**src/assert_macros.svh**
```systemverilog
// assertion macros shared by the deframer modules
`ifndef ASSERT_MACROS_SVH
`define ASSERT_MACROS_SVH

// checked on every clock edge outside reset
`define WMD_ASSERT(lbl, clk, rst, prop, msg) \
  lbl: assert property (@(posedge clk) disable iff (rst) (prop)) else $error(msg);

// checked on every clock edge, reset included
`define WMD_ASSERT_ALWAYS(lbl, clk, prop, msg) \
  lbl: assert property (@(posedge clk) (prop)) else $error(msg);

`endif

```
**src/wmd_pkg.sv**
```systemverilog
// types and constants of the wire message deframer
`default_nettype none
package wmd_pkg;

  localparam logic [15:0] HDR_BYTES     = 16'd8;
  localparam logic [1:0]  ALIGN_MASK    = 2'd3;
  localparam int          SIZE_SHIFT    = 16;
  localparam logic [15:0] MAX_BYTES_RST = 16'd4096;

  localparam logic [1:0] KIND_OBJECT = 2'd0;
  localparam logic [1:0] KIND_HEADER = 2'd1;
  localparam logic [1:0] KIND_ARG    = 2'd2;
  localparam logic [1:0] KIND_REJECT = 2'd3;

  typedef struct packed {
    logic [1:0]  word_kind;
    logic [31:0] target_object;
    logic [15:0] request_opcode;
    logic [15:0] message_bytes;
    logic [13:0] argument_index;
    logic [31:0] word_value;
    logic        message_end;
    logic        framing_error;
  } result_t;

endpackage
`default_nettype wire

```
**src/wmd_if.sv**
```systemverilog
// request channels of the wire message deframer
`default_nettype none
interface wmd_word_if;
  logic        valid;
  logic        ready;
  logic [31:0] stream_word;

  modport source (output valid, output stream_word, input ready);
  modport sink (input valid, input stream_word, output ready);
endinterface

interface wmd_tag_if;
  logic        valid;
  logic        ready;
  logic [1:0]  word_kind;
  logic [31:0] target_object;
  logic [15:0] request_opcode;
  logic [15:0] message_bytes;
  logic [13:0] argument_index;
  logic [31:0] word_value;
  logic        message_end;
  logic        framing_error;

  modport source (output valid, output word_kind, output target_object,
                  output request_opcode, output message_bytes, output argument_index,
                  output word_value, output message_end, output framing_error,
                  input ready);
  modport sink (input valid, input word_kind, input target_object,
                input request_opcode, input message_bytes, input argument_index,
                input word_value, input message_end, input framing_error,
                output ready);
endinterface
`default_nettype wire

```
**src/wmd_parser.sv**
```systemverilog
// framing state and per-word tagging logic
`default_nettype none
`include "assert_macros.svh"
module wmd_parser (
  input  wire logic            clk,
  input  wire logic            rst,
  input  wire logic            accept,
  input  wire logic [31:0]     word,
  input  wire logic            cfg_we,
  input  wire logic [15:0]     cfg_data,
  output wmd_pkg::result_t     res
);
  import wmd_pkg::*;

  localparam logic [1:0] PH_OBJECT = 2'd0;
  localparam logic [1:0] PH_HEADER = 2'd1;
  localparam logic [1:0] PH_ARGS   = 2'd2;

  logic [1:0]  phase;
  logic [1:0]  phase_next;
  logic [31:0] held_object;
  logic [31:0] held_object_next;
  logic [15:0] held_opcode;
  logic [15:0] held_opcode_next;
  logic [15:0] held_size;
  logic [15:0] held_size_next;
  logic [13:0] words_remaining;
  logic [13:0] words_remaining_next;
  logic [13:0] next_arg_index;
  logic [13:0] next_arg_index_next;
  logic        error_latched;
  logic        error_latched_next;
  logic [15:0] max_message_bytes;

  logic [15:0] size;
  logic [13:0] hdr_words;
  logic        size_bad;

  assign size      = word[SIZE_SHIFT +: 16];
  // (size - 8) / 4 once size is known to be at least 8
  assign hdr_words = size[15:2] - 14'd2;
  assign size_bad  = (size < HDR_BYTES) || ((size[1:0] & ALIGN_MASK) != 2'd0) ||
                     (size > max_message_bytes);

  always_comb begin
    phase_next           = phase;
    held_object_next     = held_object;
    held_opcode_next     = held_opcode;
    held_size_next       = held_size;
    words_remaining_next = words_remaining;
    next_arg_index_next  = next_arg_index;
    error_latched_next   = error_latched;
    res                  = '0;
    res.word_value       = word;
    if (error_latched) begin
      res.word_kind     = KIND_REJECT;
      res.framing_error = 1'b1;
    end else begin
      case (phase)
        PH_HEADER: begin
          if (size_bad) begin
            error_latched_next = 1'b1;
            res.word_kind      = KIND_REJECT;
            res.framing_error  = 1'b1;
          end else begin
            held_opcode_next     = word[15:0];
            held_size_next       = size;
            words_remaining_next = hdr_words;
            next_arg_index_next  = '0;
            phase_next           = (hdr_words == '0) ? PH_OBJECT : PH_ARGS;
            res.word_kind        = KIND_HEADER;
            res.target_object    = held_object;
            res.request_opcode   = word[15:0];
            res.message_bytes    = size;
            res.message_end      = (hdr_words == '0);
          end
        end
        PH_ARGS: begin
          res.word_kind        = KIND_ARG;
          res.target_object    = held_object;
          res.request_opcode   = held_opcode;
          res.message_bytes    = held_size;
          res.argument_index   = next_arg_index;
          res.message_end      = (words_remaining <= 14'd1);
          next_arg_index_next  = next_arg_index + 14'd1;
          words_remaining_next = words_remaining - 14'd1;
          if (words_remaining <= 14'd1) begin
            phase_next = PH_OBJECT;
          end
        end
        default: begin
          // object id word, unused phase code included
          held_object_next  = word;
          phase_next        = PH_HEADER;
          res.word_kind     = KIND_OBJECT;
          res.target_object = word;
        end
      endcase
    end
  end

  always_ff @(posedge clk) begin
    if (rst) begin
      phase             <= PH_OBJECT;
      held_object       <= '0;
      held_opcode       <= '0;
      held_size         <= '0;
      words_remaining   <= '0;
      next_arg_index    <= '0;
      error_latched     <= 1'b0;
      max_message_bytes <= MAX_BYTES_RST;
    end else begin
      if (cfg_we) begin
        max_message_bytes <= cfg_data;
      end
      if (accept) begin
        phase           <= phase_next;
        held_object     <= held_object_next;
        held_opcode     <= held_opcode_next;
        held_size       <= held_size_next;
        words_remaining <= words_remaining_next;
        next_arg_index  <= next_arg_index_next;
        error_latched   <= error_latched_next;
      end
    end
  end

  `WMD_ASSERT(a_error_sticky, clk, rst, error_latched |=> error_latched, "framing error cleared")
  `WMD_ASSERT(a_args_pending, clk, rst, (phase == PH_ARGS) |-> (words_remaining != '0),
              "argument phase with no words left")
  `WMD_ASSERT(a_header_size_ok, clk, rst,
              (accept && res.word_kind == KIND_HEADER) |->
                (res.message_bytes[1:0] == 2'd0 && res.message_bytes >= HDR_BYTES &&
                 res.message_bytes <= max_message_bytes),
              "header tagged with a bad size")

endmodule
`default_nettype wire

```
**src/wmd_out_reg.sv**
```systemverilog
// result register between the tagging logic and the output channel
`default_nettype none
`include "assert_macros.svh"
module wmd_out_reg (
  input  wire logic            clk,
  input  wire logic            rst,
  input  wire logic            in_valid,
  output logic                 in_ready,
  input  wire wmd_pkg::result_t in_res,
  output logic                 out_valid,
  input  wire logic            out_ready,
  output wmd_pkg::result_t     out_res
);
  import wmd_pkg::*;

  logic    valid;
  result_t data;
  logic    load;

  // a new request can land in the same cycle the held one is taken
  assign in_ready  = !valid || out_ready;
  assign load      = in_valid && in_ready;
  assign out_valid = valid;
  assign out_res   = data;

  always_ff @(posedge clk) begin
    if (rst) begin
      valid <= 1'b0;
    end else if (in_ready) begin
      valid <= in_valid;
    end
  end

  always_ff @(posedge clk) begin
    if (load) begin
      data <= in_res;
    end
  end

  `WMD_ASSERT(a_no_overwrite, clk, rst, (valid && !out_ready) |-> !in_ready,
              "held result would be overwritten")
  `WMD_ASSERT(a_load_shows, clk, rst, load |=> valid, "loaded result not shown")
  `WMD_ASSERT_ALWAYS(a_reset_empty, clk, rst |=> !valid, "result valid after reset")

endmodule
`default_nettype wire

```
**src/wire_message_deframer.sv**
```systemverilog
// the tagged result of an accepted request is held in the result register before it is shown
// throughput: one word per clock while the output is not stalled; the result register refills while it is taken
// a stalled output holds one result and keeps the input ready low
// reset clears the framing state, the sticky error and the result valid,
// and sets the maximum message size back to 4096 bytes
`default_nettype none
module wire_message_deframer (
  input  wire logic        clk,
  input  wire logic        rst,
  input  wire logic        cfg_we,
  input  wire logic [15:0] cfg_data,
  wmd_word_if.sink         words,
  wmd_tag_if.source        tags
);
  import wmd_pkg::*;

  result_t tag_res;
  result_t reg_res;
  logic    accept;

  assign accept = words.valid && words.ready;

  wmd_parser u_parser (
    .clk      (clk),
    .rst      (rst),
    .accept   (accept),
    .word     (words.stream_word),
    .cfg_we   (cfg_we),
    .cfg_data (cfg_data),
    .res      (tag_res)
  );

  wmd_out_reg u_out_reg (
    .clk       (clk),
    .rst       (rst),
    .in_valid  (words.valid),
    .in_ready  (words.ready),
    .in_res    (tag_res),
    .out_valid (tags.valid),
    .out_ready (tags.ready),
    .out_res   (reg_res)
  );

  assign tags.word_kind      = reg_res.word_kind;
  assign tags.target_object  = reg_res.target_object;
  assign tags.request_opcode = reg_res.request_opcode;
  assign tags.message_bytes  = reg_res.message_bytes;
  assign tags.argument_index = reg_res.argument_index;
  assign tags.word_value     = reg_res.word_value;
  assign tags.message_end    = reg_res.message_end;
  assign tags.framing_error  = reg_res.framing_error;

endmodule
`default_nettype wire
```
**src/flat_wrapper.sv**
```systemverilog
// flat-port wrapper written by rule: the top's interface ports become plain ports
module wire_message_deframer_flat import wmd_pkg::*;
  (clk, rst, cfg_we, cfg_data, words_valid, words_stream_word, words_ready, tags_valid, tags_word_kind, tags_target_object, tags_request_opcode, tags_message_bytes, tags_argument_index, tags_word_value, tags_message_end, tags_framing_error, tags_ready);
  wmd_word_if words_i ();
  wmd_tag_if tags_i ();
  input  wire logic clk;
  input  wire logic rst;
  input  wire logic cfg_we;
  input  wire logic [15:0] cfg_data;
  input wire logic [$bits(words_i.valid)-1:0] words_valid;
  input wire logic [$bits(words_i.stream_word)-1:0] words_stream_word;
  output wire logic [$bits(words_i.ready)-1:0] words_ready;
  output wire logic [$bits(tags_i.valid)-1:0] tags_valid;
  output wire logic [$bits(tags_i.word_kind)-1:0] tags_word_kind;
  output wire logic [$bits(tags_i.target_object)-1:0] tags_target_object;
  output wire logic [$bits(tags_i.request_opcode)-1:0] tags_request_opcode;
  output wire logic [$bits(tags_i.message_bytes)-1:0] tags_message_bytes;
  output wire logic [$bits(tags_i.argument_index)-1:0] tags_argument_index;
  output wire logic [$bits(tags_i.word_value)-1:0] tags_word_value;
  output wire logic [$bits(tags_i.message_end)-1:0] tags_message_end;
  output wire logic [$bits(tags_i.framing_error)-1:0] tags_framing_error;
  input wire logic [$bits(tags_i.ready)-1:0] tags_ready;
  assign words_i.valid = words_valid;
  assign words_i.stream_word = words_stream_word;
  assign words_ready = words_i.ready;
  assign tags_valid = tags_i.valid;
  assign tags_word_kind = tags_i.word_kind;
  assign tags_target_object = tags_i.target_object;
  assign tags_request_opcode = tags_i.request_opcode;
  assign tags_message_bytes = tags_i.message_bytes;
  assign tags_argument_index = tags_i.argument_index;
  assign tags_word_value = tags_i.word_value;
  assign tags_message_end = tags_i.message_end;
  assign tags_framing_error = tags_i.framing_error;
  assign tags_i.ready = tags_ready;
  wire_message_deframer u_core (.clk(clk), .rst(rst), .cfg_we(cfg_we), .cfg_data(cfg_data), .words(words_i), .tags(tags_i));
endmodule
```
**config.mk**
```make
export PLATFORM = sky130hd
export DESIGN_NAME = wire_message_deframer_flat
export DESIGN_NICKNAME = d
export VERILOG_FILES = /design/src/wmd_pkg.sv /design/src/wmd_if.sv /design/src/wmd_parser.sv /design/src/wmd_out_reg.sv /design/src/wire_message_deframer.sv /design/src/flat_wrapper.sv
export VERILOG_INCLUDE_DIRS = /design/src /design/src/src
export SDC_FILE = /design/constraint.sdc
export NUM_CORES = 1
export LEC_CHECK = 0
export ABC_AREA = 1
export BUFFER_PORTS_ARGS = -buffer_cell sky130_fd_sc_hd__buf_2
export CAP_MARGIN = 20
export CORE_UTILIZATION = 40
export CTS_BUF_LIST = sky130_fd_sc_hd__clkbuf_8 sky130_fd_sc_hd__clkbuf_16
export CTS_CLUSTER_DIAMETER = 30
export DETAILED_ROUTE_END_ITERATION = 12
export GPL_TIMING_DRIVEN = 0
export SLEW_MARGIN = 20
export SYNTH_ARGS = -nofsm -noshare
export SYNTH_HDL_FRONTEND = slang
export SYNTH_SLANG_ARGS = --single-unit
```
**constraint.sdc**
```tcl
create_clock -name clk -period 7.2 [get_ports clk]
set_input_delay 0.36 -clock clk [delete_from_list [all_inputs] [get_ports clk]]
set_output_delay 0.36 -clock clk [all_outputs]
set_load 0.02 [all_outputs]
```
## Word level (Yosys, flattened, before mapping)

Cells that the tools add are included.

| word-level totals | value |
|---|---|
| register bits after elaboration | 226 |
| input port bits | 53 |
| output and inout bits | 116 |
| word-level logic and storage cells | 62 |

| operators by class | value |
|---|---|
| add/subtract/negate cells | 3 |
| $lt $le $gt $ge | 3 |
| equal/unequal tests | 4 |
| muxes and demuxes | 17 |
| bitwise operators | 4 |
| reduce and logical (&&, ||, !) cells | 14 |

Operators by type and width:

| kind | count |
|---|---|
| 34-bit case mux with 2 select lines | 1 |
| 64-bit two-way mux | 1 |
| 32-bit case mux with 2 select lines | 1 |
| 14-bit case mux with 2 select lines | 2 |
| 14-bit two-way mux | 2 |
| 16-bit > comparator | 1 |
| 16-bit by 4-bit less-than comparator with 1-bit output (second input constant) | 1 |
| 14-bit by 1-bit adder with 14-bit output (second input constant) | 1 |
| 14-bit by 1-bit <= comparator with 1-bit output (second input constant) | 1 |
| 14-bit zero test | 1 |
| 14-bit by 1-bit subtractor with 14-bit output (second input constant) | 1 |
| 14-bit by 2-bit subtractor with 14-bit output (second input constant) | 1 |
| 4-bit AND reduction | 3 |
| 2-bit two-way mux | 4 |
| 1-bit two-way mux | 4 |
| 2-bit != test (second input constant) | 2 |
| 1-bit NOT | 4 |
| 2-bit case mux with 2 select lines | 1 |
| 2-bit nonzero test | 2 |
| 2-bit OR reduction | 2 |
| 1-bit logical OR | 3 |
| 3-bit AND reduction | 1 |
| 2-bit by 1-bit == test with 1-bit output (second input constant) | 1 |
| 2-bit == test (second input constant) | 1 |
| other kinds (3) | 3 |

## Logic depth before layout (Yosys ltp)

| depth | value |
|---|---|
| depth after elaboration | 6 |
| mapped depth | 19 |
| mapped depth without buffers | 18 |

## Modules after synthesis

From an unflattened synthesis, not the netlist that was laid out.

| unflattened totals | value |
|---|---|
| cell total of the unflattened synthesis | 1155 |
| area total of the unflattened synthesis | 10257.3 um^2 |

By module, submodules not included:

| module | times used | cells an instance | area an instance (um^2) | sequential area each (um^2) |
|---|---|---|---|---|
| wmd_parser | 1 | 1033 | 6779.0 | 2222.1 |
| wmd_out_reg | 1 | 120 | 3470.8 | 3443.3 |
| wire_message_deframer | 1 | 2 | 7.5 | 0.0 |

## Worst setup path after synthesis

OpenSTA, ideal clock, no wires.

| timing | value |
|---|---|
| kind | flip-flop to flip-flop |
| start | register u_core.u_out_reg.valid, in the netlist u_core.u_out_reg.out_valid |
| end | register u_core.u_parser.held_object[21] |
| library setup time | 0.086 ns |
| data arrival time | 3.961 ns |
| data required time | 7.114 ns |
| path slack | 3.153 ns |
| stages on the path, launching flop included | 9 |
| path buffers | 1 |
| period minus slack after synthesis | 4.047 ns |
| cells stage by stage | dfxtp_1 > nand2_1 > nand2_1 > inv_1 > nand2_1 > clkinv_1 > buf_2 > nor2_1 > a211oi_1 |

| between the ends | value |
|---|---|
| word-level cells in the longest chain between the ends | 4 |

RTL lines:

| element | line | text |
|---|---|---|
| start: declaration | wmd_out_reg.sv:16 | `logic valid;` |
| start signal: assignment | wmd_out_reg.sv:30 | `valid <= in_valid;` |
| 1-bit zero test | wmd_out_reg.sv:21 | `assign in_ready = !valid \|\| out_ready;` |
| 1-bit logical OR | wmd_out_reg.sv:21 |  |
| via words_ready | flat_wrapper.sv:12 | `output wire logic [$bits(words_i.ready)-1:0] words_ready;` |
| 1-bit logical AND | wire_message_deframer.sv:21 | `assign accept = words.valid && words.ready;` |
| via u_core.accept | wire_message_deframer.sv:19 | `logic accept;` |
| 3-bit AND reduction (no source line) | -- |  |
| end signal: assignment | wmd_parser.sv:118 | `held_object <= held_object_next;` |
| end: declaration | wmd_parser.sv:21 | `logic [31:0] held_object;` |

The timed path passes the listed nets, and every way through them passes these cells.
A chain may end at the register's enable or synchronous reset.

## Worst setup path after layout

| timing | value |
|---|---|
| start | register u_core.u_parser.phase[0] |
| end | register u_core.u_out_reg.data, in the netlist u_core.u_out_reg.out_res[75], data pin |

| between the ends | value |
|---|---|
| word-level cells in the longest chain between the ends | 2 |
| elaborated cells on any way between the ends | 3 |
| those cells by class | eq/ne: 2; mux: 1 |

RTL lines:

| element | line | text |
|---|---|---|
| start: declaration | wmd_parser.sv:19 | `logic [1:0] phase;` |
| start signal: assignment | wmd_parser.sv:117 | `phase <= phase_next;` |
| 2-bit == test / 2-bit by 1-bit == test with 1-bit output (equally long branches) | wmd_parser.sv:59 | `case (phase)` |
| 32-bit case mux with 2 select lines (*) | wmd_parser.sv:59 |  |
| end signal: assignment | wmd_out_reg.sv:36 | `data <= in_res;` |
| end: declaration | wmd_out_reg.sv:17 | `result_t data;` |

Mark *: on every way between the ends. The rest lies on a longest branch, timed or not.

==> flow_summary.json <==
{
  "yosysSeqAreaShare": 0.563,
  "ys_ff_latch": 226,
  "vias": 8721,
  "maxCapViolCount": 0,
  "drt-wirelength-per-cell_um": 15.9,
  "p_total_mw": 4.40,
  "synth_edf_count": 114,
  "fillers": 2326,
  "crit_type": "reg2reg",
  "rows": 57,
  "synth_xor_area_frac": 0.00783,
  "cts_sinks": 226,
  "instances_no_fill": 1719,
  "grt_start_max_net_pins": 64,
  "cp.arrival_ns": 2.81,
  "tightest_slew_ns": 0.766,
  "synth-simple-area-share": 0.239,
  "antenna_found_initial": 0,
  "yosysUniqueCellTypes": 41,
  "slew_viol_final": 0,
  "slew_headroom": 0.489,
  "drive_above_1_share": 0.220,
  "hold_class": "in2reg",
  "finalSetupViolations": 0,
  "drc": 0,
  "grt_pass1_vias": 8124,
  "drt_wl_total_mm": 27.4,
  "fmax_ghz": 0.405,
  "ant_nets": 0,
  "status": "complete, no violations",
  "die_y_um": 161,
  "die_area_sq_um": 25800,
  "rsz0062_at_grt": "no",
  "die_w_um": 161,
  "powerDensity_nw_per_um2": 341,
  "syn-num-nets": 1219,
  "dp_hpwl_mm": 19.1,
  "final_cell_mix": "nand2_1, buf_2, nor2_1",
  "switching_share": 0.289,
  "synthFlopType": "edfxtp_1",
  "grt_pass1_wl_mm": 43.0,
  "first_pass_iters": 5,
  "numCtsBuffers": 45,
  "coreArea_sq_um": 24500,
  "htree_levels": 2,
  "drt_iter0_markers": 612,
  "required_ns": 7.54,
  "period_needed_ns": 2.47,
  "regArea_sq_um": 5670,
  "critPathMaxFanout": 10,
  "synth_area_per_cell_sq_um": 8.80,
  "nets": 1434,
  "fin_crit_sh": 0.343,
  "io_buffer_count": 167,
  "p_comb_frac": 0.172,
  "synth_top_family_by_area": "simple AND/OR/NAND/NOR gates",
  "p_sw_mw": 1.27,
  "clock_skew_ns": 0.0140,
  "p_leak_nw": 5.27,
  "dp_cells": 1636,
  "ys_async_sr_fraction": 0,
  "synth-adder-area-share": 0.0273,
  "seqPwrFrac": 0.351,
  "grt_usage": 0.212,
  "clkPwrFrac": 0.477,
  "hold_ws_ns": 0.0505,
  "num_antenna_cells": 0,
  "netlist_area_sq_um": 10100,
  "postLayoutCoreUtil": 0.525,
  "cts_tree": "built",
  "post_cts_buffers": 0,
  "regToRegSetupSlack_ns": 4.73,
  "cts_buffer_depth": 3,
  "synth-compound-area-share": 0.101,
  "io_pins": 169,
  "initial_utilization": 0.410,
  "cts_resized": 0,
  "clockRootBuffer": "clkbuf_16",
  "gp_congestion": 0.886,
  "synth_cells": 1144,
  "grt_overflow": 0,
  "path_clk_slew_ns": 0.05,
  "multi_input_area_sq_um": 3780,
  "peakVddDrop_mv": 0.193,
  "yosys_warnings": 0,
  "layout_commonest_cell": "nand2_1",
  "tns_ns": 0,
  "area_growth_pct": 28.1,
  "clkLatencyLatePin_ns": 0.53,
  "vias_per_cell": 5.07,
  "crit_path_start_kind": "register",
  "endpoint_kind": "register",
  "synthMuxAreaShare": 0,
  "final-hold-violation-count": 0,
  "internal-power_mw": 3.13,
  "postCtsHoldBufs": 0
}
-- final cells by class --
class	count	share of cell area
flip-flops and latches	226	0.439
multi-input cells	777	0.293
clock buffers	49	0.0934
repair buffers	168	0.0670
well taps	324	0.0314
clock inverters	34	0.0271
plain buffers	63	0.0255
inverters	78	0.0231
-- metal layers --
layer | vias to the layer above | wire (um) | global-route usage
met1 | 4098 | 12000 | 0.275
met2 | 277 | 13200 | 0.356
li1 | 4298 | - | -
met3 | 48 | 1580 | 0.0403
met5 | - | 0 | 0
met4 | 0 | 615 | 0.0680
-- cells in the mapped netlist (2+ instances only) --
master | instances | area [sq um]
a211oi_1 | 11 | 82.6
a21oi_1 | 115 | 576
a31oi_1 | 4 | 25.0
buf_1 | 2 | 7.51
buf_2 | 11 | 55.1
buf_4 | 10 | 75.1
buf_6 | 4 | 45.0
clkbuf_1 | 35 | 131
dfxtp_1 | 112 | 2240
edfxtp_1 | 114 | 3420
ha_1 | 22 | 275
inv_1 | 71 | 267
inv_2 | 6 | 22.5
nand2_1 | 264 | 991
nand2_2 | 2 | 12.5
nand2_4 | 5 | 56.3
nand3_1 | 101 | 505
nand3_2 | 11 | 110
nand3b_1 | 2 | 15.0
nand4_1 | 9 | 56.3
nor2_1 | 136 | 510
nor2_2 | 4 | 25.0
nor2_4 | 2 | 22.5
nor3_1 | 9 | 45.0
o21ai_0 | 56 | 280
or2_2 | 4 | 25.0
xnor2_1 | 2 | 17.5
xor2_1 | 7 | 61.3
-- final timing paths --
check	start	depth (start not counted)	endpoint
worst max register to register	u_core.u_parser.phase[0]	7	u_core.u_out_reg.out_res[75]
worst max-delay path	u_core.u_parser.phase[0]	7	u_core.u_out_reg.out_res[75]
worst min register to register	u_core.u_parser.held_size[0]	2	u_core.u_parser.held_size[0]
worst min-delay path	words_stream_word[22]	1	u_core.u_out_reg.out_res[24]
-- critical path, cell delays in order, from the launching register on --
cell      delay, ns
dfxtp_1        0.31
inv_1          0.07
ha_1           0.17
clkbuf_1       0.43
clkbuf_1       0.52
clkbuf_1       0.45
nand2_1        0.11
a21oi_1        0.22
-- registers in the layout, summed over array words and instances (netlist names) --
signal                             flops
u_core.u_parser.held_opcode           16
u_core.u_parser.words_remaining       14
u_core.u_parser.held_object           32
u_core.u_out_reg.out_res             114
u_core.u_parser.next_arg_index        14
u_core.u_parser.error_latched          1
u_core.u_parser.max_message_bytes     16
u_core.u_out_reg.out_valid             1
u_core.u_parser.held_size             16
u_core.u_parser.phase                  2
-- through the flow --
step / worst slack (ns) / area, sq um
floorplan: 3.15 / 10100
global placement: 1.57 / 11300
detailed placement: 4.74 / 11300
CTS: 4.75 / 12900
global route: 4.58 / 12900
finish: 4.73 / 12900
-- power groups by stage --
stage          Clock (mW)  Combinational, mW  Sequential, mW
2_1_floorplan           0              0.445            1.63
3_3_place_gp            0              0.747            1.57
3_5_place_dp            0              0.756            1.57
4_1_cts              2.13              0.760            1.54
5_1_grt              2.19              0.842            1.55
6_report             2.10              0.758            1.54
-- cells by family after synthesis --
| logic type | count (synthesis) |
|---|---|
| AND/OR/NAND/NOR | 553 |
| flip-flops | 226 |
| AO/OA/AOI/OAI | 193 |
| buffers and inverters | 141 |
| adder cells (fa/ha/maj) | 22 |
| XOR/XNOR | 9 |
Note: power is estimated with default switching activity, not from simulation.
